**config.mk**
```make
export PLATFORM = sky130hd
export DESIGN_NAME = emt_sqrt_cell
export DESIGN_NICKNAME = d
export VERILOG_FILES = /design/src/hdl/emt_sqrt_cell.sv
export SDC_FILE = /design/constraint.sdc
export NUM_CORES = 1
export LEC_CHECK = 0
export ABC_AREA = 1
export BUFFER_PORTS_ARGS = -buffer_cell sky130_fd_sc_hd__buf_2
export CORE_UTILIZATION = 38
export CTS_CLUSTER_SIZE = 8
export DETAILED_ROUTE_END_ITERATION = 6
export SLEW_MARGIN = 10
export SYNTH_ARGS = -nofsm -noshare
export SYNTH_HDL_FRONTEND = slang
export SYNTH_SLANG_ARGS = --single-unit
```
**constraint.sdc**
```tcl
create_clock -name aclk -period 4.6 [get_ports aclk]
set_input_delay 0.46 -clock aclk [delete_from_list [all_inputs] [get_ports aclk]]
set_output_delay 0.46 -clock aclk [all_outputs]
set_load 0.02 [all_outputs]
```
**src/hdl/emt_sqrt_cell.sv**
```systemverilog
// One digit of a restoring square root, per lane.
module emt_sqrt_cell #(
    parameter int W     = 64,
    parameter int K     = 0,
    parameter int LANES = 1,
    parameter int SW    = 1
) (
    input  logic          aclk,
    input  logic          aresetn,
    input  logic          ce,
    input  logic          in_valid,
    input  logic [W-1:0]  in_x [LANES],
    input  logic [W-1:0]  in_r [LANES],
    input  logic [SW-1:0] in_side,
    output logic          out_valid,
    output logic [W-1:0]  out_x [LANES],
    output logic [W-1:0]  out_r [LANES],
    output logic [SW-1:0] out_side
);

    localparam logic [W-1:0] BIT = W'(1) << (W - 2 - 2*K);

    logic          valid_reg;
    logic [W-1:0]  x_reg [LANES];
    logic [W-1:0]  x_next [LANES];
    logic [W-1:0]  r_reg [LANES];
    logic [W-1:0]  r_next [LANES];
    logic [W:0]    trial [LANES];
    logic [SW-1:0] side_reg;

    always_comb begin
        for (int l = 0; l < LANES; l++) begin
            trial[l] = {1'b0, in_r[l]} + {1'b0, BIT};
            if ({1'b0, in_x[l]} >= trial[l]) begin
                x_next[l] = in_x[l] - trial[l][W-1:0];
                r_next[l] = (in_r[l] >> 1) + BIT;
            end else begin
                x_next[l] = in_x[l];
                r_next[l] = in_r[l] >> 1;
            end
        end
    end

    always_ff @(posedge aclk) begin
        if (!aresetn) begin
            valid_reg <= 1'b0;
        end else if (ce) begin
            valid_reg <= in_valid;
        end
        if (ce) begin
            x_reg    <= x_next;
            r_reg    <= r_next;
            side_reg <= in_side;
        end
    end

    assign out_valid = valid_reg;
    assign out_x     = x_reg;
    assign out_r     = r_reg;
    assign out_side  = side_reg;

endmodule

```
==> flow_summary_export.csv, run 1 <==
group,metric,value,unit
outcome,status,"complete, no violations",
worst_setup_path,crit_path_frequent_cell,"nand2_1",
timing,tns,0,ns
synthesis,synth_seq_cells,130,
power_and_ir_drop,ir_worst_vdd,207,uV
clocking,cts_tree,"done",
clocking,cts.path.max_buffers,2,
drt,final_antenna_net_count,0,
die,dieArea,0.0304,sq mm
layout,drive_above_1_share,17.5,%
drt,wl_per_cell,16.5,um
timing,slew_headroom,45.1,%
layout,finalNonFillerCells,2393,
worst_setup_path,crit_family,"simple AND/OR/NAND/NOR gates",
die,die_w,174,um
drt,routed_wl,39600,um
clocking,ctsResizeCount,0,
grt,overflow,0,
worst_hold_path,hold_path.class,"primary input to flip-flop",
power_and_ir_drop,p_seq_share,34.9,%
clocking,post_cts_buffers,0,
clocking,htree_levels,4,
synthesis,netlist_top_cells_area,"edfxtp_1 (34%), nand2_1 (23%), inv_1 (13%)",
placed_design,place_area,0.0129,sq mm
clocking,clk_pin_slew,0.06,ns
synthesis,syn_area_per_cell,6.51,sq um
layout,fin_area,0.0135,sq mm
worst_setup_path,path_cells,"buf_2, inv_1, ha_1, nand2_1, nor2_2, nand2_2, nor2_2, nand2_1, nor2_1, nand2_1, nand2_1, nor2_4, nand2_4, buf_4, nand2_1, nand2_1",
drt,routed-via-count,11100,
grt,antenna_found_initial,1,
synthesis,yosysSeqAreaShare,34.5,%
synthesis,synthDistinctLibCells,31,
power_and_ir_drop,power.internal,2.75,mW
worst_setup_path,crit_type,"primary input to flip-flop",
clocking,hold_buffers,0,
power_and_ir_drop,p_comb_share,32.9,%
synthesis,yosys.area.top_type_share,34.4,%
run,maxCapViolCount,0,
placed_design,gp_congestion,0.894,
placed_design,dp_hpwl,32700,um
die,fp.coreArea,0.0289,sq mm
synthesis,yosysTopAreaCell,"edfxtp_1",
power_and_ir_drop,power_density,320,mW/mm^2
timing,tightest_slew,0.823,ns
drt,via_per_inst,4.63,
timing,fmax,336,MHz
placed_design,placed_cells,2361,
worst_setup_path,cp_max_fo,52,
layout,final_common_cell,"nand2_1",
timing,drv_slew,0,
grt,grt_pass1_vias,10500,
synthesis,ys_warn_count,0,
worst_setup_path,slowest_stage,"nand2_4",
layout,mostFrequentLayoutCells,"nand2_1 (705), inv_1 (402), buf_2 (261), nand3_1 (131), edfxtp_1 (129)",
clocking,worstSkewPairLatency,0.43,ns
power_and_ir_drop,p_leak,7.79,nW
die,initial_core_util,39.0,%
clocking,cts-root-buf,"clkbuf_16",
layout,n_antenna_cell,0,
worst_setup_path,path_buf_inv,3,
worst_setup_path,startpoint_type,"primary input",
worst_setup_path,required,4.90,ns
die,dieHeight,174,um
worst_setup_path,cp_data_arrival_time,3.28,ns
worst_setup_path,max_stage_delay,0.51,ns
layout,area_delta_synth_final,19.6,%
timing,fin_crit,2.98,ns
power_and_ir_drop,clockPowerShare,32.2,%
grt,grt_max_degree,71,
drt,drc,0,
timing,rsz0062_at_grt,"false",
drt,drt_iter0_drc,693,
synthesis,syn_inst,1733,
layout,finalNetCount,2195,
worst_setup_path,end_kind,"flip-flop",
power_and_ir_drop,p_switching,1.56,mW
drt,dr.pass1.iters,5,
synthesis,synth_nets,1932,
timing,skew,0,ns
synthesis,syn_area,0.0113,sq mm
grt,grt_usage,26.1,%
timing,setup_viol,0,
die,ioPinCount,263,
clocking,clock_sinks,130,
placed_design,port_buffers,262,
timing,period_share,64.7,%
die,row_count,62,
grt,grt_pass1_wl,59500,um
timing,hold_violations,0,
power_and_ir_drop,p_sw_share,36.3,%
clocking,numCtsBuffers,17,
metal layers:
metal  global-route usage (%)  up-vias  wire, um
li1                         -     5779         -
met4                     6.36        2       601
met2                     39.7      337     16800
met5                        0        -        13
met3                     4.99       27      2440
met1                     37.8     4929     19700
Yosys cell counts:
| master | count |
|---|---|
| nor3_1 | 8 |
| buf_8 | 1 |
| dfxtp_1 | 1 |
| o21ai_0 | 9 |
| nand3_1 | 131 |
| buf_2 | 5 |
| nor2_2 | 21 |
| nor4_1 | 6 |
| xor2_1 | 30 |
| buf_12 | 2 |
| edfxtp_1 | 129 |
| a21oi_1 | 42 |
| nand2_4 | 1 |
| nand2_1 | 705 |
| and2_1 | 1 |
| ha_1 | 65 |
| nand3b_1 | 16 |
| nor4_2 | 1 |
| and3_1 | 3 |
| fa_1 | 1 |
| nor2_1 | 96 |
| nand4_1 | 7 |
| xnor2_1 | 1 |
| a21oi_2 | 1 |
| nand3_2 | 1 |
| nand2_2 | 27 |
| inv_2 | 5 |
| or2_2 | 1 |
| inv_1 | 402 |
| buf_4 | 6 |
| buf_6 | 8 |
kinds of logic (layout without fill, tap and decap cells):
kind of cell	Yosys count	after routing	share of synthesized area, %
xor gates and xnor gates	31	31	2.41
and+or+nand+nor	1025	1025	37.9
buffers and inverters	429	705	15.5
adders and majority gates	66	66	7.39
AOI/OAI and AO/OA	52	52	2.34
DFF	130	130	34.5
per-stage QoR:
step	setup WS [ns]	util [%]	hold WS, ns	power [mW]
finish	1.62	46.6	0.205	4.31
global placement	1.22	44.6	0.523	2.94
floorplan	2.29	-	0.553	2.47
global route	1.41	46.6	0.192	4.54
CTS	1.62	46.6	0.188	4.35
detailed placement	1.18	44.6	0.547	2.95
final timing paths:
path	startpoint	to	slack, ns	depth (start not counted)
worst min-delay path	in_side	out_side	0.20	1
worst min register to register	out_valid	out_valid	0.55	2
worst max-delay path	in_r[44]	out_x[32]	1.62	16
worst max register to register	out_valid	out_valid	3.96	2
registers in the layout, indices dropped and copies added, names as in the netlist:
signal and cells:
out_valid 1, out_side 1, out_r 64, out_x 64
worst reg2reg max path: cells and delay by family, from the launching register on:
family / cells / cell delay, ns
compound gates: 2 / 0.22
flops: 1 / 0.30
area by class of cell:
type	instances	area, sq um
fill	3098	15500
multi-input combinational	1174	5640
sequential	130	3890
inverter	407	1530
timing repair buffer	266	1360
tap	384	480
clock buffer	19	433
clock inverter	13	143
power by group through the flow:
stage               Clock, mW  Sequential, mW  Combinational, mW
floorplan                   0            1.71              0.756
global placement            0            1.53               1.41
detailed placement          0            1.53               1.42
CTS                      1.41            1.51               1.42
global route             1.45            1.52               1.57
finish                   1.39            1.51               1.42
No activity file was read; power rests on OpenSTA's default activity.
==> inputs of run 2 (changes only) <==
==> constraint.sdc (replaced) <==
create_clock -name aclk -period 2.85 [get_ports aclk]
set_input_delay 0.285 -clock aclk [delete_from_list [all_inputs] [get_ports aclk]]
set_output_delay 0.285 -clock aclk [all_outputs]
set_load 0.02 [all_outputs]
==> flow_summary_export.csv, run 2 (same netlist as run 1, synthesis figures left out) <==
group,metric,value,unit
grt,grt_pass1_wl,60900,um
drt,final_antenna_net_count,0,
power_and_ir_drop,ir_worst_vdd,274,uV
timing,tightest_slew,0.584,ns
layout,finalNetCount,2219,
grt,grt_max_degree,72,
timing,hold_violations,0,
run,maxCapViolCount,0,
placed_design,port_buffers,262,
layout,drive_above_1_share,18.4,%
die,dieArea,0.0304,sq mm
timing,setup_viol,0,
layout,mostFrequentLayoutCells,"nand2_1 (705), inv_1 (402), buf_2 (261), nand3_1 (131), edfxtp_1 (129)",
clocking,ctsResizeCount,0,
grt,antenna_found_initial,1,
clocking,numCtsBuffers,17,
placed_design,dp_slack,0.0228,ns
worst_hold_path,hold_path.class,"primary input to flip-flop",
drt,routed-via-count,11200,
clocking,clk_pin_slew,0.06,ns
clocking,worstSkewPairLatency,0.43,ns
drt,drc,0,
worst_setup_path,required,3.03,ns
worst_setup_path,crit_family,"simple AND/OR/NAND/NOR gates",
worst_setup_path,crit_type,"primary input to flip-flop",
die,dieHeight,174,um
worst_setup_path,path_cells,"buf_2, inv_1, ha_1, nand2_1, nor2_1, nand2_1, inv_1, nand2_1, nand2_1, a21oi_1, nand2_1, nand2_1, nand3_1, nand2_1",
clocking,cts_tree,"done",
power_and_ir_drop,power_density,519,mW/mm^2
worst_setup_path,crit_path_frequent_cell,"nand2_1",
die,ioPinCount,263,
layout,fin_area,0.0137,sq mm
power_and_ir_drop,p_leak,7.93,nW
worst_setup_path,startpoint_type,"primary input",
timing,tns,0,ns
outcome,status,"complete, no violations",
layout,final_common_cell,"nand2_1",
placed_design,gp_congestion,0.928,
drt,wl_per_cell,16.5,um
drt,dr.pass1.iters,6,
clocking,clock_sinks,130,
die,fp.coreArea,0.0289,sq mm
drt,drt_iter0_drc,785,
clocking,htree_levels,4,
clocking,hold_buffers,0,
grt,grt_pass1_vias,10900,
clocking,cts.path.max_buffers,2,
drt,via_per_inst,4.65,
worst_setup_path,cp_max_fo,5,
worst_setup_path,path_buf_inv,3,
die,die_w,174,um
layout,area_delta_synth_final,21.8,%
timing,fin_ws,0.499,ns
worst_setup_path,cp_data_arrival_time,2.53,ns
timing,fin_crit,2.35,ns
clocking,post_cts_buffers,0,
worst_setup_path,end_kind,"flip-flop",
worst_setup_path,max_stage_delay,0.42,ns
timing,drv_slew,0,
layout,n_antenna_cell,0,
placed_design,dp_hpwl,33200,um
timing,slew_headroom,61.0,%
worst_setup_path,slowest_stage,"ha_1",
timing,skew,0,ns
layout,final_core_util,47.5,%
timing,fmax,425,MHz
clocking,cts-root-buf,"clkbuf_16",
timing,period_share,82.5,%
placed_design,place_area,0.0131,sq mm
grt,grt_usage,26.5,%
timing,rsz0062_at_grt,"false",
die,row_count,62,
power_and_ir_drop,p_total,7.13,mW
drt,routed_wl,39800,um
die,initial_core_util,39.0,%
grt,overflow,0,
## run 2: routing by layer
metal	share of wire (%)	track usage (%)
met1	49	38.2
met2	43	40.7
met3	5.4	3.76
met4	2.5	8.37
met5	0.033	0
## run 2: layout make-up
type,count,area [sq um]
clock inverter,12,164
timing repair buffer,290,1590
multi-input combinational,1174,5640
clock buffer,20,437
sequential,130,3890
fill,3127,15200
inverter,407,1530
tap,384,480
## run 2: per-stage QoR
| step | instances | hold WS [ns] |
|---|---|---|
| global placement | 2385 | 0.467 |
| global route | 2417 | 0.0214 |
| detailed placement | 2385 | 0.466 |
| finish | 2417 | 0.0322 |
| floorplan | 1733 | 0.378 |
| CTS | 2417 | 0.0139 |
## run 2: final timing paths
kind,startpoint,endpoint,slack (ns),cells after the start
max,in_r[43],out_x[62],0.50,14
min reg2reg,out_valid,out_valid,0.54,2
min,in_side,out_side,0.03,1
max reg2reg,out_valid,out_valid,2.22,2
## run 2: power by group
part / total [mW] / internal, mW / switching, mW
registers: 2.43 / 2.38 / 0.0542
logic: 2.37 / 0.761 / 1.60
clock network: 2.34 / 1.45 / 0.886
