--- src/hdl/emt_pkg.sv ---
package emt_pkg;

    // Field and datapath widths
    localparam int DATA_W     = 32;
    localparam int N_ENT      = 9;
    localparam int SQ_W       = 64;   // square / column sum of squares
    localparam int NORM_W     = 32;   // column norm, Q8.24
    localparam int REM_W      = 63;   // divider remainder
    localparam int Q_W        = 31;   // sine quotient, Q1.30
    localparam int T_W        = 62;   // 1 - q^2 in Q2.60
    localparam int C_W        = 31;   // cosine, Q1.30
    localparam int MAG_W      = 64;   // vectoring operand magnitude
    localparam int A_W        = 44;   // CORDIC x/y
    localparam int Z_W        = 34;   // CORDIC angle accumulator
    localparam int LANES      = 3;    // asin, X, Z
    localparam int NORM_STEPS = 6;    // 32,16,8,4,2,1
    localparam int NORM_LO    = 39;   // operands are brought into [2^39, 2^40)

    localparam int CORDIC_STEPS_DEF = 28;

    // Register file
    localparam int MINN_W = 25;
    localparam int GM_W   = 29;
    localparam int ADDR_W = 3;
    localparam logic REG_MIN_NORM = 1'b0;
    localparam logic REG_GIMBAL   = 1'b1;
    localparam logic [MINN_W-1:0] MIN_NORM_RST = 25'd1;
    localparam logic [GM_W-1:0]   GIMBAL_RST   = 29'd3;

    // Angles, Q3.28
    localparam logic signed [Z_W-1:0] FX_PI      = 34'sd843314857;
    localparam logic signed [Z_W-1:0] FX_HALF_PI = 34'sd421657428;

    typedef struct packed {
        logic [N_ENT-1:0]             neg;
        logic [N_ENT-1:0][DATA_W-1:0] mag;
    } side_a_t;

    typedef struct packed {
        logic              degen;
        logic [N_ENT-1:0]  neg;
        logic [DATA_W-1:0] mag0;
        logic [DATA_W-1:0] mag1;
        logic [DATA_W-1:0] mag3;
        logic [DATA_W-1:0] mag4;
        logic [MAG_W-1:0]  p7;
        logic [MAG_W-1:0]  p8;
    } side_b_t;

    typedef struct packed {
        side_b_t        b;
        logic [Q_W-1:0] q;
    } side_c_t;

    typedef struct packed {
        logic             degen;
        logic             gimbal;
        logic [LANES-1:0] num_neg;
        logic [LANES-1:0] den_neg;
        logic [LANES-1:0] den_zero;
    } side_d_t;

    typedef struct packed {
        logic degen;
        logic gimbal;
    } side_e_t;

    // atan(2^-i), rounded Q3.28
    function automatic logic signed [Z_W-1:0] atan_q28(input int i);
        logic signed [Z_W-1:0] v;
        case (i)
            0:  v = 34'sd210828714;
            1:  v = 34'sd124459457;
            2:  v = 34'sd65760959;
            3:  v = 34'sd33381290;
            4:  v = 34'sd16755422;
            5:  v = 34'sd8385879;
            6:  v = 34'sd4193963;
            7:  v = 34'sd2097109;
            8:  v = 34'sd1048571;
            9:  v = 34'sd524287;
            10: v = 34'sd262144;
            11: v = 34'sd131072;
            12: v = 34'sd65536;
            13: v = 34'sd32768;
            14: v = 34'sd16384;
            15: v = 34'sd8192;
            16: v = 34'sd4096;
            17: v = 34'sd2048;
            18: v = 34'sd1024;
            19: v = 34'sd512;
            20: v = 34'sd256;
            21: v = 34'sd128;
            22: v = 34'sd64;
            23: v = 34'sd32;
            24: v = 34'sd16;
            25: v = 34'sd8;
            26: v = 34'sd4;
            27: v = 34'sd2;
            28: v = 34'sd1;
            default: v = '0;
        endcase
        return v;
    endfunction

endpackage

--- src/hdl/emt_cordic_cell.sv ---
// One vectoring CORDIC iteration per lane; bypassed lanes keep their angle.
module emt_cordic_cell
    import emt_pkg::*;
#(
    parameter int I  = 0,
    parameter int LN = 3,
    parameter int SW = 1
) (
    input  logic                  aclk,
    input  logic                  aresetn,
    input  logic                  ce,
    input  logic                  in_valid,
    input  logic signed [A_W-1:0] in_a [LN],
    input  logic signed [A_W-1:0] in_b [LN],
    input  logic signed [Z_W-1:0] in_z [LN],
    input  logic [LN-1:0]         in_byp,
    input  logic [SW-1:0]         in_side,
    output logic                  out_valid,
    output logic signed [A_W-1:0] out_a [LN],
    output logic signed [A_W-1:0] out_b [LN],
    output logic signed [Z_W-1:0] out_z [LN],
    output logic [LN-1:0]         out_byp,
    output logic [SW-1:0]         out_side
);

    localparam logic signed [Z_W-1:0] ANG = atan_q28(I);

    logic                  valid_reg;
    logic signed [A_W-1:0] a_reg [LN];
    logic signed [A_W-1:0] a_next [LN];
    logic signed [A_W-1:0] b_reg [LN];
    logic signed [A_W-1:0] b_next [LN];
    logic signed [Z_W-1:0] z_reg [LN];
    logic signed [Z_W-1:0] z_next [LN];
    logic signed [A_W-1:0] as [LN];
    logic signed [A_W-1:0] bs [LN];
    logic [LN-1:0]         byp_reg;
    logic [SW-1:0]         side_reg;

    always_comb begin
        for (int l = 0; l < LN; l++) begin
            as[l] = in_a[l] >>> I;
            bs[l] = in_b[l] >>> I;
            if (in_byp[l]) begin
                a_next[l] = in_a[l];
                b_next[l] = in_b[l];
                z_next[l] = in_z[l];
            end else if (!in_b[l][A_W-1]) begin
                a_next[l] = in_a[l] + bs[l];
                b_next[l] = in_b[l] - as[l];
                z_next[l] = in_z[l] + ANG;
            end else begin
                a_next[l] = in_a[l] - bs[l];
                b_next[l] = in_b[l] + as[l];
                z_next[l] = in_z[l] - ANG;
            end
        end
    end

    always_ff @(posedge aclk) begin
        if (!aresetn) begin
            valid_reg <= 1'b0;
        end else if (ce) begin
            valid_reg <= in_valid;
        end
        if (ce) begin
            a_reg    <= a_next;
            b_reg    <= b_next;
            z_reg    <= z_next;
            byp_reg  <= in_byp;
            side_reg <= in_side;
        end
    end

    assign out_valid = valid_reg;
    assign out_a     = a_reg;
    assign out_b     = b_reg;
    assign out_z     = z_reg;
    assign out_byp   = byp_reg;
    assign out_side  = side_reg;

endmodule
--- config.mk ---
export PLATFORM = sky130hd
export DESIGN_NAME = emt_cordic_cell
export DESIGN_NICKNAME = d
export VERILOG_FILES = /design/src/hdl/emt_pkg.sv /design/src/hdl/emt_cordic_cell.sv
export SDC_FILE = /design/constraint.sdc
export NUM_CORES = 2
export LEC_CHECK = 0
export BUFFER_PORTS_ARGS = -buffer_cell sky130_fd_sc_hd__buf_2
export CAP_MARGIN = 25
export CORE_MARGIN = 2
export CORE_UTILIZATION = 45
export DETAILED_ROUTE_END_ITERATION = 10
export GPL_ROUTABILITY_DRIVEN = 0
export PLACE_DENSITY_LB_ADDON = 0.2
export SYNTH_ARGS = -nofsm -noshare
export SYNTH_HDL_FRONTEND = slang
export SYNTH_SLANG_ARGS = --single-unit
export TNS_END_PERCENT = 30
--- constraint.sdc ---
create_clock -name aclk -period 5.7 [get_ports aclk]
set_input_delay 1.14 -clock aclk [delete_from_list [all_inputs] [get_ports aclk]]
set_output_delay 1.14 -clock aclk [all_outputs]
set_load 0.05 [all_outputs]
==> metrics.md <==
| Metric | Value |
|---|---|
| Outcome | `finished, final reports clean` |
| Synth Area in Compound Gates | `0.280` |
| Worst-path clk slew | `0.06 ns` |
| P&R area growth vs syn | `15.4%` |
| Post-cts hold buffer count | `0` |
| Total Nets Final | `6809` |
| Post-Synth Adder-Cell Area | `0.151` |
| Peak supply drop | `between 200 and 300 uV` |
| Syn Inst Count | `about 5300` |
| CTS max path bufs | `3` |
| Top FF cell, synth | `edfxtp_1` |
| Pins over their slew limit | `0` |
| Syn_area_per_cell | `roughly 8.0 um^2` |
| Post-route ant nets | `0` |
| Worst path required time | `between 6 and 7 ns` |
| Worst-Margin Slew | `0.984 ns` |
| Sink Count | `between 300 and 400` |
| Buffers and inverters on the worst path | `2` |
| CP delay by family, top | `compound AO/OA/AOI/OAI gates` |
| Clock root cell | `clkbuf_16` |
| Synth area leaders | `edfxtp_1, ha_1, a21oi_1` |
| Busiest grt layer | `met2` |
| Crit-path cells | `buf_2 > inv_1 > ha_1 > a21oi_1 > o21bai_1 > a21oi_1 > o21ai_0 > nor3_1 > o311a_1 > o31ai_2 > a211oi_1 > mux2_2 > a2111oi_0 > a21o_1` |
| Setup repair bufs after CTS | `0` |
| LEAKAGE | `21.9 nW` |
| Async S/R FF share, synth | `0` |
| Fraction of synthesized area in multiplexers | `0.0312` |
| Setup slack after layout | `roughly 1.0 ns` |
| Clock latency on the worst-skew pair | `roughly 0.65 ns` |
| CTS Buf Count | `49` |
| DIE WIDTH | `311 um` |
| Min-delay worst type | `reg -> reg` |
| Sequential area share after synthesis | `0.262` |
| Number of gates resized after CTS | `0` |
| Highest clock rate | `0.214 GHz` |
| Die Height | `slightly above 300 um` |
| Reg2reg setup slack | `between 5 and 6 ns` |
| Final setup fails | `0` |
| Hold Startpoint | `out_valid` |
| Critical R2R Launch | `out_valid` |
| Worst path slowest cell | `nor3_1` |
| Post-Synth XOR/XNOR Area | `0.0680` |
| Ys Warns | `0` |
| Largest net degree at the start of global routing | `about 140` |
| Largest family of logic cells by synthesized area | `compound AO/OA/AOI/OAI gates` |
| Mapped cell area | `roughly 0.043 mm^2` |
| RSZ-0062 raised after global routing | `false` |
| Tot Pwr | `12.5 mW` |
| Residual DRC count | `0` |
| Worst R2R Path Depth | `2` |
| IO Port Bufs | `~740` |
| Aggregate global routing overflow | `0` |
| Via/cell ratio | `5.94` |
| Final worst-path cycle share | `0.821` |
| Post-Synth Simple-Gate Area | `0.146` |
| Seq cells post-synth | `approximately 370` |
| Crit path launch type | `primary input` |
| Post-route setup TNS | `0 ns` |
| Antenna violations before repair | `48` |
| Vias in the first global route | `a little over 40000` |
| First-pass GRT wire length | `between 200000 and 250000 um` |
| Syn Nets | `slightly above 6000` |
| FF-to-FF End | `out_valid` |
| Core ar. | `roughly 0.093 mm^2` |
| Final non-filler cell total | `~7300` |
| Layout cells sized above 1 | `0.159` |
| Routed WL | `about 160000 um` |
| HPWL reported at the end of detailed placement | `around 120000 um` |
| Hold_ws | `slightly above 0.5 ns` |
| Post-route cell area | `around 0.049 mm^2` |
| Die area | `roughly 0.097 mm^2` |
| Place WS | `roughly 0.53 ns` |
| M2 GR Usage | `0.491` |
| IO Pins | `~750` |
| Pwr per Cell Area | `~250 mW/mm^2` |
| Cell mode on critical path | `a21oi_1` |
| Type of the worst setup path | `in -> reg` |
| Final hold vios | `0` |
| H-tree levels | `2` |
| Drt wl/cell | `between 20 and 25 um` |
| Max Cap Viol | `0` |
| Hold path endpoint | `out_valid` |
| Leading area contributor after synthesis | `edfxtp_1` |
| Hold path depth | `2` |
| Post-DP Area | `about 0.047 mm^2` |
| Cell with the most instances after synthesis | `a21oi_1` |
| CP max stage delay | `roughly 0.74 ns` |
| Post-layout util | `0.525` |
| Overall Global Routing Usage | `0.307` |
| Vias | `around 43000` |
| Max_slew headroom | `0.336` |
| Drt pass-1 iters | `6` |
| # rows | `about 110` |
| Top cell type's share of synthesized area | `0.261` |
| Post-Place Cells | `around 7000` |
| Tmin final | `4.68 ns` |
| Critical path arrival | `5.21 ns` |
| Worst setup EP type | `flop` |
| Synth cell count leaders | `a21oi_1, o21ai_0, ha_1` |
| Synth cell types | `90` |
| Post-synth EDFFs | `370` |
| Worst-path fanout max | `16` |
| Met3 usage | `0.0695` |
| Starting Density | `0.455` |
| Clock Skew | `0 ns` |
| TritonCTS clock tree | `done` |
| Initial DRC count | `5113` |
| Met1 Use GR | `0.395` |
## layout make-up
class | instances | area [um^2]
multi-input cells | 4269 | 28700
clock inverters | 35 | 419
fillers | 9048 | 44400
clock buffers | 56 | 1250
inverters | 442 | 1660
flip-flops and latches | 371 | 11100
diodes | 37 | 92.6
repair buffers | 797 | 4220
well taps | 1254 | 1570
## layer usage
metal	wire, um	vias up
met5	142	-
met1	63900	20100
met4	7700	22
met2	70600	2197
li1	-	20400
met3	14600	447
## kinds of logic (layout without fill, tap and decap cells)
kind of cell               after synthesis  count (layout)
buffers and inverters                  707            1330
xor gates and xnor gates               330             330
adders and majority gates              505             505
AOI/OAI and AO/OA                     1930            1930
and+or+nand+nor                       1373            1373
DFF                                    371             371
muxes                                  131             131
other                                    0              37
## worst reg2reg max path, cell delays in order, from the launching register on
cell and delay, ns:
dfxtp_1 0.31, mux2i_1 0.12, nor2b_1 0.06
## power breakdown
| part | switching [mW] | internal, mW | total [mW] |
|---|---|---|---|
| registers | 0.122 | 3.45 | 3.58 |
| clock network | 1.38 | 1.91 | 3.29 |
| logic | 3.93 | 1.72 | 5.64 |
## registers in the layout, summed over array words and instances, names as in the netlist
| register | flops |
|---|---|
| out_a | 132 |
| out_b | 132 |
| out_z | 102 |
| out_byp | 3 |
| out_side | 1 |
| out_valid | 1 |
## how the worst max path moves through the flow
stage,slack (ns),to,from,cells past startpoint
finish,1.02,out_b[128],in_a[105],14
global route,0.86,out_a[85],in_a[56],14
floorplan,0.45,out_z[100],in_b[131],16
CTS,1.23,out_b[128],in_a[105],14
global placement,0.55,out_b[128],in_a[104],14
detailed placement,0.53,out_b[128],in_a[105],14
## placed cells by master, fill, tap and decap left out, types with 19 or more instances in the layout
cell / count
o21a_1: 39
nor2_1: 465
mux2i_1: 119
and2_1: 22
o21bai_1: 120
a21boi_0: 22
nand2b_1: 41
nand3_1: 46
a221oi_1: 21
clkbuf_16: 49
a21o_1: 148
nor3_1: 86
clkinv_1: 23
a21oi_1: 664
o31ai_1: 43
xnor2_1: 257
a211oi_1: 65
edfxtp_1: 370
o211ai_1: 41
o21ai_0: 525
nor4_1: 41
ha_1: 493
nand2_1: 451
xor2_1: 73
nor2b_1: 56
a31oi_1: 28
nand4_1: 60
buf_4: 51
inv_1: 425
a221o_1: 19
or3_1: 31
buf_2: 737
diode_2: 37
Power figures use the tool's default switching activity.
