===== config.mk =====
export PLATFORM = sky130hd
export DESIGN_NAME = emt_div_cell
export DESIGN_NICKNAME = d
export VERILOG_FILES = /design/src/hdl/emt_div_cell.sv
export SDC_FILE = /design/constraint.sdc
export NUM_CORES = 1
export LEC_CHECK = 0
export ABC_AREA = 1
export BUFFER_PORTS_ARGS = -buffer_cell sky130_fd_sc_hd__buf_2
export CORE_MARGIN = 3
export CORE_UTILIZATION = 45
export DETAILED_ROUTE_END_ITERATION = 10
export PLACE_DENSITY = 0.8
export SYNTH_ARGS = -nofsm -noshare
export SYNTH_HDL_FRONTEND = slang
export SYNTH_SLANG_ARGS = --single-unit

===== constraint.sdc =====
create_clock -name aclk -period 2.1 [get_ports aclk]
set_input_delay 0.105 -clock aclk [delete_from_list [all_inputs] [get_ports aclk]]
set_output_delay 0.105 -clock aclk [all_outputs]
set_load 0.05 [all_outputs]

===== src/hdl/emt_div_cell.sv =====
// One quotient bit of a restoring divider.
module emt_div_cell #(
    parameter int RW = 63,
    parameter int VW = 32,
    parameter int QW = 31,
    parameter int J  = 0,
    parameter int SW = 1
) (
    input  logic          aclk,
    input  logic          aresetn,
    input  logic          ce,
    input  logic          in_valid,
    input  logic [RW-1:0] in_rem,
    input  logic [VW-1:0] in_div,
    input  logic [QW-1:0] in_q,
    input  logic [SW-1:0] in_side,
    output logic          out_valid,
    output logic [RW-1:0] out_rem,
    output logic [VW-1:0] out_div,
    output logic [QW-1:0] out_q,
    output logic [SW-1:0] out_side
);

    logic          valid_reg;
    logic [RW-1:0] rem_reg, rem_next, dsh;
    logic [VW-1:0] div_reg;
    logic [QW-1:0] q_reg, q_next;
    logic [SW-1:0] side_reg;

    always_comb begin
        dsh = RW'(in_div) << J;
        if (in_rem >= dsh) begin
            rem_next = in_rem - dsh;
            q_next   = in_q | (QW'(1) << J);
        end else begin
            rem_next = in_rem;
            q_next   = in_q;
        end
    end

    always_ff @(posedge aclk) begin
        if (!aresetn) begin
            valid_reg <= 1'b0;
        end else if (ce) begin
            valid_reg <= in_valid;
        end
        if (ce) begin
            rem_reg  <= rem_next;
            div_reg  <= in_div;
            q_reg    <= q_next;
            side_reg <= in_side;
        end
    end

    assign out_valid = valid_reg;
    assign out_rem   = rem_reg;
    assign out_div   = div_reg;
    assign out_q     = q_reg;
    assign out_side  = side_reg;

endmodule


==> flow_metrics.env, run 1 <==
export IMPL_clock_latency_ps=420
export IMPL_grt_first_pass_wirelength_um=48300
export IMPL_power_density_nw_per_um2=714
export IMPL_place_ws_ps=-278
export IMPL_asyncSetResetFlopFracSynth=0
export IMPL_setup_viol=0
export IMPL_io_buffers=258
export IMPL_dr_first_iter_drc_count=592
export IMPL_hold_path_class="primary input to register"
export IMPL_cts_setup_buffers=0
export IMPL_cts_inserted_buffers=17
export IMPL_cp_required_ps=2290
export IMPL_rsz0062_at_grt="no"
export IMPL_worstSetupPathType="primary input to register"
export IMPL_netlist_instances=1179
export IMPL_drc_errors=0
export IMPL_drive_gt1_frac=0.269
export IMPL_rows=50
export IMPL_cp_arrival_ps=2070
export IMPL_post_route_period_util=0.894
export IMPL_stdcell_count=1922
export IMPL_cts_tree="yes"
export IMPL_synth_ff_type="edfxtp_1"
export IMPL_gp_congestion=0.988
export IMPL_cts_root_buf="clkbuf_16"
export IMPL_relSlewSlack=0.699
export IMPL_dr_total_vias=9261
export IMPL_p_leak_nw=6.46
export IMPL_final_max_slew_violation_count=0
export IMPL_area_delta_synth_final_pct=44.8
export IMPL_track_usage=0.290
export IMPL_totalNegativeSetupSlack_ps=0
export IMPL_vias_per_cell=4.82
export IMPL_grt_start_max_net_pins=59
export IMPL_die_area_um2=21100
export IMPL_h_tree_depth=4
export IMPL_drt_pass1_iter_count=5
export IMPL_coreArea_um2=18800
export IMPL_yosysWarnings=0
export IMPL_worst_slew_pin_slew_ps=447
export IMPL_status="finished clean"
export IMPL_cts_buffer_depth=2
export IMPL_die_width_um=145
export IMPL_grt_pass1_vias=9346
export IMPL_clk_pin_slew_worst_paths_ps=70
export IMPL_worstSetupEndpointType="register"
export IMPL_clock_sinks=128
export IMPL_hold_viol_final=0
export IMPL_wl_per_cell_um=16.1
export IMPL_hold_slack_ps=10.8
export IMPL_dp_hpwl_um=23400
export IMPL_peakVddDrop_v=0.000545
export IMPL_syn_num_nets=1344
export IMPL_r2r_setup_slack_ps=890
export IMPL_synth_edf_count=127
export IMPL_skew_ps=0
export IMPL_dieHeight_um=145
export IMPL_cp_max_fo=4
export IMPL_synth_seq_cells=128
export IMPL_avgSynthCellArea_um2=7.39
export IMPL_period_minus_slack_ps=1880
export IMPL_cp_start_kind="primary input"
export IMPL_antenna_found_initial=5
export IMPL_dp_cells=1795
export IMPL_syn_area_um2=8710
export IMPL_nNetsFinal=1811
export IMPL_ant_nets=0
export IMPL_drt_wl_total_um=30900
export IMPL_initial_core_util=0.462
export IMPL_fmax_mhz=533
export IMPL_gr_total_overflow=0
export IMPL_synth_cell_types=34
export IMPL_ios=259
export IMPL_setup_slack_ps=223
export IMPL_drv_cap=0
export IMPL_postLayoutCoreUtil=0.670
export IMPL_yosysSeqAreaShare=0.440
worst paths after layout:
kind / cells after the start / to / start
worst max-delay path: 15 / out_rem[48]$_DFFE_PP_ / in_rem[0]
worst min-delay path: 3 / out_rem[31]$_DFFE_PP_ / in_rem[31]
worst max register to register: 3 / out_valid$_SDFFE_PN0P_ / out_valid$_SDFFE_PN0P_
worst min register to register: 3 / out_valid$_SDFFE_PN0P_ / out_valid$_SDFFE_PN0P_
report_power, final:
group / total, mW / internal, mW / switching (mW)
Combinational: 2.84 / 0.891 / 1.95
Clock: 2.97 / 1.66 / 1.31
Sequential: 3.20 / 3.12 / 0.0723
Total: 9.00 / 5.68 / 3.32
flip-flops by register name, indices dropped and copies added (netlist names):
register and count:
out_div 32, out_q 31, out_side 1, out_rem 63, out_valid 1
Yosys cell counts, types with 2 or more instances:
library cell	instances	area share
o21ai_0	6	0.0034
nand3b_1	5	0.0043
nand2_4	4	0.0052
nand2_2	3	0.0022
nand2_1	465	0.20
nor2_1	116	0.050
nand4_1	8	0.0057
nand3_1	58	0.033
edfxtp_1	127	0.44
xor2_1	27	0.027
a21oi_2	29	0.029
o21bai_1	3	0.0026
a21oi_1	23	0.013
inv_2	6	0.0026
buf_6	5	0.0065
clkinv_1	2	0.00086
ha_1	33	0.047
inv_1	219	0.094
nor3_1	18	0.010
buf_4	3	0.0026
and2_1	2	0.0014
nor2_2	5	0.0036
layout by cell type, fill, tap and decap left out, types with 17 or more instances in the layout:
cell	netlist	layout
inv_1	219	219
buf_2	0	257
a21oi_2	29	29
a21oi_1	23	23
nor3_1	18	18
nand3_1	58	58
buf_4	3	102
dlygate4sd3_1	0	92
ha_1	33	33
clkbuf_16	0	17
edfxtp_1	127	127
nor2_1	116	116
xor2_1	27	27
nand2_1	465	465
worst max-delay path, stage by stage:
cell and delay [ps]:
buf_2 100, inv_1 70, ha_1 140, inv_1 40, fa_1 420, nand3_1 110, nand3_1 140, a21oi_1 320
o21ai_1 220, nand3_1 130, nand2_1 60, nand2_1 50, nand2_1 60, nand2_1 70, inv_1 40
timing repair:
item	CTS	global route
hold buffers	92	0
hold endpoints to repair	91	0
setup endpoints to repair	0	1
gates resized for setup	0	1
cell type report:
type,instances,area [µm²]
clock inverters,15,148
well taps,260,325
clock buffers,17,425
flip-flops and latches,128,3830
diodes,3,7.51
repair buffers,457,3090
inverters,228,861
multi-input cells,814,3920
fillers,1574,6220
logic make-up after synthesis:
kind of cell,share of synthesized area
simple gates,0.323
flops,0.440
xor+xnor,0.0282
compound gates,0.0490
fa+ha+maj,0.0497
buf+inv,0.110
per-stage QoR:
stage,instance area [µm²],power [mW]
after floorplan,8710,4.94
after CTS,12600,8.96
after detailed placement,11100,5.89
after global routing,12600,9.33
after global placement,11100,5.86
final,12600,9.00
metal layers:
layer	share of wire	routed length (µm)	vias up	track usage
li1	-	-	4601	-
met5	0.00087	27	-	0
met4	0.032	993	4	0.109
met2	0.48	14800	372	0.497
met1	0.42	12900	4216	0.362
met3	0.071	2190	68	0.0597
Power figures use the tool's default switching activity.
==> run 2, diff against run 1 <==
- CAP_MARGIN: default -> 10
- CORE_UTILIZATION: 45 -> 30
- PLACE_DENSITY: 0.8 -> 0.59
==> run 2 against run 1 <==
  * Worst setup slack worse by 16 ps
  * Clock power is 6% higher
  * Flip-flop and latch count stayed put
  * Via count is 3.2% lower
  * Sequential power hardly changed
  * Routed wire length is 2.7% higher
  * Critical endpoint is now out_rem[24]$_DFFE_PP_
==> flow_metrics.env, run 2 (same netlist as run 1, synthesis figures left out) <==
export IMPL_pwr_share_seq=0.345
export IMPL_cts_buffer_depth=2
export IMPL_final_max_slew_violation_count=0
export IMPL_track_usage=0.203
export IMPL_cpLargestDelayFamily="simple AND/OR/NAND/NOR gates"
export IMPL_largest_register_ff_count=63
export IMPL_initial_core_util=0.309
export IMPL_clock_sinks=128
export IMPL_ios=259
export IMPL_totalNegativeSetupSlack_ps=0
export IMPL_vias_per_cell=4.33
export IMPL_p_switching_mw=3.34
export IMPL_nNetsFinal=1846
export IMPL_p_total_mw=9.24
export IMPL_skew_ps=0
export IMPL_cts_tree="yes"
export IMPL_place_ws_ps=-235
export IMPL_finalInstanceArea_um2=13100
export IMPL_cts_setup_buffers=0
export IMPL_grt_start_max_net_pins=41
export IMPL_setup_slack_ps=207
export IMPL_p_sw_frac=0.362
export IMPL_status="finished clean"
export IMPL_final_common_cell="nand2_1"
export IMPL_rsz0062_at_grt="no"
export IMPL_die_area_um2=31100
export IMPL_cp_arrival_ps=2180
export IMPL_reg2reg_depth=3
export IMPL_critPathSlowestCell="ha_1"
export IMPL_insertedDiodeCount=0
export IMPL_grt_pass1_vias=9044
export IMPL_setup_viol=0
export IMPL_peakVddDrop_v=0.000485
export IMPL_gp_congestion=0.891
export IMPL_hold_path_depth=3
export IMPL_r2r_start="out_valid$_SDFFE_PN0P_"
export IMPL_drt_wl_total_um=31700
export IMPL_wl_per_cell_um=15.3
export IMPL_combPwrFrac=0.314
export IMPL_drt_pass1_iter_count=5
export IMPL_cpPeakStageDelay_ps=380
export IMPL_worstSetupEndpointType="register"
export IMPL_worstSetupPathType="primary input to register"
export IMPL_io_buffers=258
export IMPL_p_clk_frac=0.342
export IMPL_grt_first_pass_wirelength_um=48900
export IMPL_crit_path_cell_trace="buf_2 > inv_1 > ha_1 > nand2_1 > nor2_1 > inv_2 > nor2_2 > nand2_1 > clkinv_1 > nand2_4 > nand2_4 > nand2_4 > nand2_8 > buf_4 > nand2_1 > nand2_1"
export IMPL_area_delta_synth_final_pct=50.2
export IMPL_dp_cells=1944
export IMPL_worst_slew_pin_slew_ps=458
export IMPL_dr_total_vias=8964
export IMPL_clk_pin_slew_worst_paths_ps=70
export IMPL_hold_slack_ps=23.5
export IMPL_grtUsageMet1=0.273
export IMPL_die_width_um=176
export IMPL_period_minus_slack_ps=1890
export IMPL_timing_critical_path_mode_cell="nand2_1"
export IMPL_fmax_mhz=528
export IMPL_p_int_mw=5.90
export IMPL_grt_util_met2=0.346
export IMPL_r2r_setup_slack_ps=890
export IMPL_placed_area_um2=11500
export IMPL_ant_nets=0
export IMPL_relSlewSlack=0.695
export IMPL_coreArea_um2=28200
export IMPL_hold_path_class="primary input to register"
export IMPL_drv_cap=0
export IMPL_cts_inserted_buffers=17
export IMPL_cp_required_ps=2390
export IMPL_worstHoldStart="in_rem[1]"
export IMPL_antenna_found_initial=3
export IMPL_crit_buf_inv=5
export IMPL_dr_first_iter_drc_count=520
export IMPL_rows=61
export IMPL_busiest_layer="met2"
export IMPL_dieHeight_um=176
export IMPL_clock_latency_ps=420
export IMPL_gr_total_overflow=0
export IMPL_hold_viol_final=0
export IMPL_fill_cells=2843
export IMPL_cp_max_fo=21
export IMPL_drc_errors=0
export IMPL_p_leak_nw=6.66
export IMPL_stdcell_count=2072
export IMPL_final_cell_mix="nand2_1, buf_2, inv_1"
export IMPL_power_density_nw_per_um2=707
export IMPL_grtUsageMet3=0.0351
export IMPL_cp_start_kind="primary input"
export IMPL_h_tree_depth=4
export IMPL_hold_path_end="out_rem[1]$_DFFE_PP_"
export IMPL_regToRegEndpoint="out_valid$_SDFFE_PN0P_"
export IMPL_post_route_period_util=0.901
export IMPL_cts_root_buf="clkbuf_16"
export IMPL_postLayoutCoreUtil=0.464
export IMPL_dp_hpwl_um=25600
export IMPL_drive_gt1_frac=0.283
[run 2: layout make-up]
class	count	area, µm²	area share
well taps	378	473	0.0362
repair buffers	492	3370	0.258
clock inverters	15	193	0.0147
flip-flops and latches	128	3830	0.293
inverters	228	861	0.0658
multi-input cells	814	3920	0.300
clock buffers	17	425	0.0325
[run 2: how the worst max path moves through the flow]
stage	from	to	slack (ps)	cells after the start
6_report	in_div[24]	out_rem[24]$_DFFE_PP_	210	16
5_1_grt	in_div[24]	out_rem[24]$_DFFE_PP_	10	16
4_1_cts	in_div[24]	out_rem[24]$_DFFE_PP_	200	16
3_5_place_dp	in_div[24]	out_rem[24]$_DFFE_PP_	-230	16
3_3_place_gp	in_div[3]	out_rem[48]$_DFFE_PP_	-230	13
2_1_floorplan	in_rem[0]	out_rem[48]$_DFFE_PP_	190	14
[run 2: power by group through the flow]
stage | registers [mW] | clock network (mW) | logic [mW]
floorplan | 4.16 | 0 | 0.783
global placement | 3.24 | 0 | 2.75
detailed placement | 3.24 | 0 | 2.76
CTS | 3.19 | 3.26 | 2.91
global route | 3.21 | 3.37 | 3.12
finish | 3.19 | 3.16 | 2.90
[run 2: per-layer routing]
layer	vias up	part of all wire
met4	6	0.010
li1	4667	-
met2	216	0.47
met5	-	0.0013
met1	4050	0.47
met3	25	0.051
[run 2: worst register-to-register path, delay by kind of cell, from the launching register on]
kind	cells	cell delay [ps]
flops	1	310
buf+inv	1	560
compound gates	2	230
[run 2: repair_timing]
| action | 4_1_cts | 5_1_grt |
|---|---|---|
| resized for setup | 0 | 1 |
| endpoints found under the setup margin | 0 | 2 |
| endpoints found under the hold margin | 95 | 0 |
| hold buffers | 96 | 0 |
