===== src/hdl/emt_pkg.sv =====
package emt_pkg;

    // Field and datapath widths
    localparam int DATA_W     = 32;
    localparam int N_ENT      = 9;
    localparam int SQ_W       = 64;   // square / column sum of squares
    localparam int NORM_W     = 32;   // column norm, Q8.24
    localparam int REM_W      = 63;   // divider remainder
    localparam int Q_W        = 31;   // sine quotient, Q1.30
    localparam int T_W        = 62;   // 1 - q^2 in Q2.60
    localparam int C_W        = 31;   // cosine, Q1.30
    localparam int MAG_W      = 64;   // vectoring operand magnitude
    localparam int A_W        = 44;   // CORDIC x/y
    localparam int Z_W        = 34;   // CORDIC angle accumulator
    localparam int LANES      = 3;    // asin, X, Z
    localparam int NORM_STEPS = 6;    // 32,16,8,4,2,1
    localparam int NORM_LO    = 39;   // operands are brought into [2^39, 2^40)

    localparam int CORDIC_STEPS_DEF = 28;

    // Register file
    localparam int MINN_W = 25;
    localparam int GM_W   = 29;
    localparam int ADDR_W = 3;
    localparam logic REG_MIN_NORM = 1'b0;
    localparam logic REG_GIMBAL   = 1'b1;
    localparam logic [MINN_W-1:0] MIN_NORM_RST = 25'd1;
    localparam logic [GM_W-1:0]   GIMBAL_RST   = 29'd3;

    // Angles, Q3.28
    localparam logic signed [Z_W-1:0] FX_PI      = 34'sd843314857;
    localparam logic signed [Z_W-1:0] FX_HALF_PI = 34'sd421657428;

    typedef struct packed {
        logic [N_ENT-1:0]             neg;
        logic [N_ENT-1:0][DATA_W-1:0] mag;
    } side_a_t;

    typedef struct packed {
        logic              degen;
        logic [N_ENT-1:0]  neg;
        logic [DATA_W-1:0] mag0;
        logic [DATA_W-1:0] mag1;
        logic [DATA_W-1:0] mag3;
        logic [DATA_W-1:0] mag4;
        logic [MAG_W-1:0]  p7;
        logic [MAG_W-1:0]  p8;
    } side_b_t;

    typedef struct packed {
        side_b_t        b;
        logic [Q_W-1:0] q;
    } side_c_t;

    typedef struct packed {
        logic             degen;
        logic             gimbal;
        logic [LANES-1:0] num_neg;
        logic [LANES-1:0] den_neg;
        logic [LANES-1:0] den_zero;
    } side_d_t;

    typedef struct packed {
        logic degen;
        logic gimbal;
    } side_e_t;

    // atan(2^-i), rounded Q3.28
    function automatic logic signed [Z_W-1:0] atan_q28(input int i);
        logic signed [Z_W-1:0] v;
        case (i)
            0:  v = 34'sd210828714;
            1:  v = 34'sd124459457;
            2:  v = 34'sd65760959;
            3:  v = 34'sd33381290;
            4:  v = 34'sd16755422;
            5:  v = 34'sd8385879;
            6:  v = 34'sd4193963;
            7:  v = 34'sd2097109;
            8:  v = 34'sd1048571;
            9:  v = 34'sd524287;
            10: v = 34'sd262144;
            11: v = 34'sd131072;
            12: v = 34'sd65536;
            13: v = 34'sd32768;
            14: v = 34'sd16384;
            15: v = 34'sd8192;
            16: v = 34'sd4096;
            17: v = 34'sd2048;
            18: v = 34'sd1024;
            19: v = 34'sd512;
            20: v = 34'sd256;
            21: v = 34'sd128;
            22: v = 34'sd64;
            23: v = 34'sd32;
            24: v = 34'sd16;
            25: v = 34'sd8;
            26: v = 34'sd4;
            27: v = 34'sd2;
            28: v = 34'sd1;
            default: v = '0;
        endcase
        return v;
    endfunction

endpackage


===== src/hdl/emt_norm_cell.sv =====
// One binary step of operand normalisation: shift both by S, right if the
// larger is at or above 2^(39+S), left if it is below 2^(40-S).
module emt_norm_cell
    import emt_pkg::*;
#(
    parameter int MW    = 64,
    parameter int S     = 1,
    parameter int LN    = 3,
    parameter int SW    = 1
) (
    input  logic          aclk,
    input  logic          aresetn,
    input  logic          ce,
    input  logic          in_valid,
    input  logic [MW-1:0] in_num [LN],
    input  logic [MW-1:0] in_den [LN],
    input  logic [SW-1:0] in_side,
    output logic          out_valid,
    output logic [MW-1:0] out_num [LN],
    output logic [MW-1:0] out_den [LN],
    output logic [SW-1:0] out_side
);

    logic          valid_reg;
    logic [MW-1:0] num_reg [LN];
    logic [MW-1:0] num_next [LN];
    logic [MW-1:0] den_reg [LN];
    logic [MW-1:0] den_next [LN];
    logic [MW-1:0] big [LN];
    logic [SW-1:0] side_reg;

    always_comb begin
        for (int l = 0; l < LN; l++) begin
            big[l] = (in_num[l] > in_den[l]) ? in_num[l] : in_den[l];
            if ((big[l] >> (NORM_LO + S)) != '0) begin
                num_next[l] = in_num[l] >> S;
                den_next[l] = in_den[l] >> S;
            end else if ((big[l] >> (NORM_LO + 1 - S)) == '0) begin
                num_next[l] = in_num[l] << S;
                den_next[l] = in_den[l] << S;
            end else begin
                num_next[l] = in_num[l];
                den_next[l] = in_den[l];
            end
        end
    end

    always_ff @(posedge aclk) begin
        if (!aresetn) begin
            valid_reg <= 1'b0;
        end else if (ce) begin
            valid_reg <= in_valid;
        end
        if (ce) begin
            num_reg  <= num_next;
            den_reg  <= den_next;
            side_reg <= in_side;
        end
    end

    assign out_valid = valid_reg;
    assign out_num   = num_reg;
    assign out_den   = den_reg;
    assign out_side  = side_reg;

endmodule


===== config.mk =====
export PLATFORM = sky130hd
export DESIGN_NAME = emt_norm_cell
export DESIGN_NICKNAME = d
export VERILOG_FILES = /design/src/hdl/emt_pkg.sv /design/src/hdl/emt_norm_cell.sv
export SDC_FILE = /design/constraint.sdc
export NUM_CORES = 1
export LEC_CHECK = 0
export ABC_AREA = 1
export BUFFER_PORTS_ARGS = -buffer_cell sky130_fd_sc_hd__buf_2
export CAP_MARGIN = 10
export CORE_MARGIN = 5
export CORE_UTILIZATION = 28
export CTS_BUF_LIST = sky130_fd_sc_hd__clkbuf_4 sky130_fd_sc_hd__clkbuf_8
export DETAILED_ROUTE_END_ITERATION = 8
export PLACE_DENSITY = 0.58
export SKIP_CTS_REPAIR_TIMING = 1
export SLEW_MARGIN = 15
export SYNTH_ARGS = -nofsm -noshare
export SYNTH_HDL_FRONTEND = slang
export SYNTH_SLANG_ARGS = --single-unit

===== constraint.sdc =====
create_clock -name aclk -period 4.15 [get_ports aclk]
set_input_delay 0.2075 -clock aclk [delete_from_list [all_inputs] [get_ports aclk]]
set_output_delay 0.2075 -clock aclk [all_outputs]
set_load 0.05 [all_outputs]

==> results of run 1 <==
-- path summary, 6_finish.rpt --
kind | to | cells past startpoint
max reg2reg | out_valid | 3
min reg2reg | out_valid | 3
max | out_den[60] | 17
min | out_den[15] | 1
-- sequential cells by signal, summed over array words and instances, names as in the netlist --
name and flops:
out_side 1, out_valid 1, out_num 192, out_den 192
-- critical path, cell delays in order --
cell and delay (ps):
dlygate4sd3_1 560, buf_2 150, inv_1 60, ha_1 300
nand2_1 90, nor3_1 700, nand4_2 410, nand2_2 240
nand2_1 80, nand2_2 110, inv_2 80, nand2_8 370
buf_12 270, nor2_1 60, nand2_1 60, nand2_1 60
dlygate4sd3_1 570
-- logic make-up (layout without fill, tap and decap cells) --
kind of cell | after synthesis | count (layout)
fa+ha+maj | 192 | 192
simple gates | 2248 | 2248
other cells | 0 | 11
buf+inv | 625 | 1997
flops | 386 | 386
compound gates | 504 | 504
-- metal layers --
metal	routed length (microns)	up-vias	GRT usage
li1	-	15300	-
met1	45300	14100	0.236
met3	8790	296	0.0443
met5	0	-	0
met2	53500	1407	0.310
met4	5110	0	0.0790
-- cells in the final DEF, fill, tap and decap left out, types with 3 or more instances in the layout --
cell              n
a21o_1            3
a21oi_1         457
buf_12           32
buf_2           773
buf_4            14
clkbuf_4         26
clkbuf_8         79
clkinv_1         18
clkinv_2          7
clkinvlp_4        3
diode_2          11
dlygate4sd3_1   613
edfxtp_1        385
ha_1            192
inv_1           423
inv_2             4
nand2_1        1677
nand2_2          12
nand2_4           5
nand2_8           3
nand3_1          30
nand3_4           3
nand3b_1          3
nand4_1          27
nor2_1          432
nor2_4            4
nor3_1           17
nor4_1           27
o21a_1           10
o21ai_0          34
-- cells in the mapped netlist --
library cell  count
nor2_2            2
buf_6             4
nand3b_1          3
buf_4            41
nand4_4           1
nand2_2          16
nor4_2            1
nor3_1           17
nor3_2            1
dfxtp_1           1
nor2_1          432
nand4_2           2
inv_1           423
a21o_1            3
nand4_1          27
buf_1             2
o21a_1           10
nor4_4            1
a21oi_1         457
nor2_4            4
clkbuf_1         42
nand2_4           4
nand2_1        1677
nand3_1          31
o21ai_0          34
buf_2           109
nor4_1           27
inv_2             4
nand3_2           2
ha_1            192
edfxtp_1        385
-- final cells by class --
cell class / instances / area [sq um] / area share
Multi-Input combinational cell: 2944 / 13900 / 0.339
Inverter: 427 / 1600 / 0.0392
Timing Repair Buffer: 1433 / 10800 / 0.263
Sequential cell: 386 / 11600 / 0.283
Antenna cell: 11 / 27.5 / 0.000673
Clock inverter: 32 / 165 / 0.00404
Clock buffer: 105 / 1280 / 0.0313
Tap cell: 1298 / 1620 / 0.0397
-- per-stage QoR --
stage | worst slack, ps | TNS [ps]
6_report | 167 | 0
4_1_cts | 1410 | 0
3_3_place_gp | 589 | 0
2_1_floorplan | 1800 | 0
5_1_grt | -23.0 | -38.6
3_5_place_dp | 577 | 0
-- power by group through the flow --
stage / Clock, uW / Combinational (uW) / Sequential, uW
after global placement: 0 / 4290 / 5050
after CTS: 4040 / 4330 / 4970
after detailed placement: 0 / 4330 / 5040
after global routing: 4210 / 5380 / 4990
final: 3900 / 5010 / 4970
after floorplan: 0 / 1510 / 6440
==> flow_summary_export.csv, run 1 <==
group,metric,value,unit
logic_synthesis,syn_nets,4536,
placed_design,dp.cells,5875,
cts,numCtsBuffers,78,
setup_path,critPathMaxFanout,71,
detailed_routing,via_count,31100,
detailed_routing,viasPerCell,4.68,
flow_run,maxCapViolations,0,
placed_design,gp_congestion,0.897,
placed_design,hpwl,78600,microns
power,power,13900,uW
detailed_routing,drt_pre_antenna_iters,8,
setup_path,critPathRequiredTime,4590,ps
layout,final_util,0.410,
logic_synthesis,synth_area,0.0280,sq mm
sta,worst_slew_pin_slew,893,ps
sta,hold_ws,87.5,ps
die,fp.dieArea,0.107,sq mm
cts,cts_buffer_depth,3,
sta,fmax,251,MHz
power,combPwrFrac,0.361,
detailed_routing,wl_per_cell,17.0,microns
layout,drive_above_1_share,0.184,
min_path,worst_hold_startpoint,"ce",
detailed_routing,drc,0,
logic_synthesis,yosysSeqAreaShare,0.413,
setup_path,critPathLaunchType,"primary input",
logic_synthesis,synth_xor_area_frac,0,
logic_synthesis,synth-simple-area-share,0.315,
global_route,grt_overflow,0,
power,internal_power,8410,uW
sta,period_share,0.960,
logic_synthesis,synth-seq-cells,386,
logic_synthesis,yosys.area.top_type,"edfxtp_1",
setup_path,end_kind,"flip-flop",
cts,cts_root_buffer,"clkbuf_8",
die,die_x,326,microns
setup_path,crit_type,"in2reg",
logic_synthesis,syn_area_per_cell,7.09,sq um
global_route,antenna_found_initial,10,
logic_synthesis,netlist_top_cells_area,"edfxtp_1 41%, nand2_1 22%, ha_1 8.6%, a21oi_1 8.2%, nor2_1 5.8%",
layout,area_growth,45.9,%
global_route,grt_usage,0.188,
die,initial_core_util,0.281,
cts,path_clk_slew,60,ps
status,status,"finished, final reports clean",
power,p_leak,0.0206,uW
detailed_routing,ant_nets,0,
logic_synthesis,synth_top_family_by_area,"simple AND/OR/NAND/NOR gates",
power,ir_drop,0.231,mV
cts,cts_tree,"done",
sta,skew,0,ps
sta,hold_violations,0,
logic_synthesis,synth_top_area_frac,0.412,
logic_synthesis,synthAdderAreaFrac,0.0857,
global_route,grt_start_max_net_pins,123,
power,p_seq_frac,0.358,
layout,fin_cells,6636,
power,p_sw_frac,0.394,
cts,htreeDepth,3,
layout,layout.nets,5851,
global_route,grt_pass1_wl,159000,microns
sta,drv_slew,0,
detailed_routing,drt_wl_total,113000,microns
die,die_h,326,microns
sta,setup_violations,0,
logic_synthesis,synthCells,3955,
placed_design,port_buffers,774,
detailed_routing,drt_iter0_markers,2622,
die,core,0.0997,sq mm
setup_path,r2r_slack,2950,ps
power,p_per_area,339,mW/mm^2
logic_synthesis,yosys_warnings,0,
cts,cts.sinks,386,
sta,layout_min_cycle_time,3980,ps
logic_synthesis,muxShareOfSynthArea,0,
placed_design,placed_area,0.0333,sq mm
power,p_clk_frac,0.281,
layout,fillers,10000,
min_path,min_path_type,"in2reg",
power,switching_power,5470,uW
layout,fin_area,0.0409,sq mm
setup_path,startpoint,"in_den[15]",
logic_synthesis,ys_types,31,
die,num_rows,116,
sta,relSlewSlack,0.405,
cts,clock_latency,690,ps
setup_path,arrival,4420,ps
global_route,grt_pass1_vias,26100,
die,boundaryPins,775,
logic_synthesis,synth_compound_area_frac,0.0911,
setup_path,reg2reg_from,"out_valid",
Note: power is estimated with default switching activity, not from simulation.
==> run 2: changes to the inputs <==
==> constraint.sdc (replaced) <==
create_clock -name aclk -period 4.15 [get_ports aclk]
set_input_delay 0.415 -clock aclk [delete_from_list [all_inputs] [get_ports aclk]]
set_output_delay 0.415 -clock aclk [all_outputs]
set_load 0.05 [all_outputs]
==> run 2 against run 1 <==
  * Critical path depth rose by 4
  * Routed wire length fell by 5.7%
  * Worst hold slack got worse by 52 ps
  * Largest power group is now sequential cells
==> flow_summary_export.csv, run 2 (synthesized netlist as in run 1, its figures left out) <==
group,metric,value,unit
status,status,"finished, final reports clean",
sta,drv_slew,0,
detailed_routing,drt_pre_antenna_iters,6,
global_route,grt_start_max_net_pins,123,
setup_path,critPathRequiredTime,4610,ps
sta,layout_min_cycle_time,3660,ps
placed_design,hpwl,78200,microns
cts,clock_latency,690,ps
cts,cts_tree,"done",
sta,hold_violations,0,
cts,cts_root_buffer,"clkbuf_8",
power,power,13300,uW
cts,cts.sinks,386,
power,ir_drop,0.214,mV
sta,skew,0,ps
die,initial_core_util,0.281,
die,die_h,326,microns
setup_path,arrival,4120,ps
power,p_leak,0.0184,uW
die,die_x,326,microns
placed_design,gp_congestion,0.901,
sta,timing.setup.tns,0,ps
global_route,grt_overflow,0,
layout,final_common_cell,"nand2_1",
detailed_routing,ant_nets,0,
detailed_routing,via_count,28700,
die,core,0.0997,sq mm
cts,path_clk_slew,60,ps
min_path,hold_depth,3,
die,boundaryPins,775,
detailed_routing,met1_length,43800,microns
sta,fmax,273,MHz
power,p_per_area,373,mW/mm^2
detailed_routing,drt_wl_total,106000,microns
setup_path,critPathLaunchType,"primary input",
flow_run,maxCapViolations,0,
cts,numCtsBuffers,78,
setup_path,r2r_cells,3,
global_route,antenna_found_initial,19,
detailed_routing,dr_wl_met3,7970,microns
setup_path,critPathMaxFanout,62,
global_route,grt_pass1_wl,159000,microns
setup_path,crit_type,"in2reg",
placed_design,port_buffers,774,
layout,area_growth,27.6,%
sta,rsz0062_at_grt,"no",
detailed_routing,top_layer_used,"met4",
detailed_routing,drc,0,
cts,htreeDepth,3,
layout,layout.nets,5342,
detailed_routing,viasPerCell,4.68,
sta,period_share,0.882,
layout,drive_above_1_share,0.203,
detailed_routing,wl_per_cell,17.3,microns
detailed_routing,wl_met2,50600,microns
sta,hold_ws,35.9,ps
layout,layout_common_cells,"1,677 x nand2_1, 773 x buf_2, 457 x a21oi_1",
sta,setup_violations,0,
sta,worst_slew_pin_slew,841,ps
global_route,grt_usage,0.187,
setup_path,end_kind,"flip-flop",
die,fp.dieArea,0.107,sq mm
global_route,grt_pass1_vias,26500,
min_path,min_path_type,"in2reg",
detailed_routing,drt_iter0_markers,2080,
die,num_rows,116,
sta,relSlewSlack,0.435,
cts,cts_buffer_depth,3,
[run 2: cell types whose count changed in the layout (fill, tap and decap cells not counted), sizes merged]
cell,before,now
clkinv,25,24
diode,11,19
bufinv,0,2
dlygate4sd3,613,104
clkbuf,105,104
clkinvlp,3,0
inv,431,432
[run 2: cell type report]
class                      instances  area, sq um
fill                           10600        63900
inverter                         427         1600
clock buffer                     104         1280
timing repair buffer             924         5560
sequential                       386        11600
clock inverter                    31          213
multi-input combinational       2944        13900
tap                             1298         1620
antenna                           19         47.5
[run 2: critical path: stages]
cell	delay, ps
dlygate4sd3_1	560
buf_2	150
inv_1	60
ha_1	300
nand2_1	90
nor3_1	690
nand2_1	110
nand2_1	90
nand2_1	50
nand2_1	110
nand2_1	80
nand2_2	130
nand2_2	110
nand2_1	70
nand2_1	70
inv_1	140
nand2_8	270
buf_12	300
buf_4	180
nand2_1	60
nand2_1	50
[run 2: final timing paths]
kind	slack, ps	from	end
worst max-delay path	490	in_den[13]	out_den[37]
worst min-delay path	40	in_den[69]	out_den[68]
worst max register to register	2950	out_valid	out_valid
worst min register to register	1110	out_valid	out_valid
[run 2: per-stage QoR]
stage	util	instances	setup WS [ps]	cell area, sq um
finish	0.359	6133	490	35800
global route	0.359	6132	416	35800
CTS	0.348	6010	1240	34700
detailed placement	0.333	5875	440	33200
global placement	0.333	5875	457	33200
floorplan	-	3955	1590	28000
[run 2: power breakdown]
group	internal, uW	switching [uW]
clock	2130	1860
combinational	1110	3280
sequential	4810	162
[run 2: routing by layer]
metal,GRT usage,vias up
li1,-,14200
met1,0.235,13000
met2,0.314,1251
met3,0.0415,209
met4,0.0721,0
met5,0,-
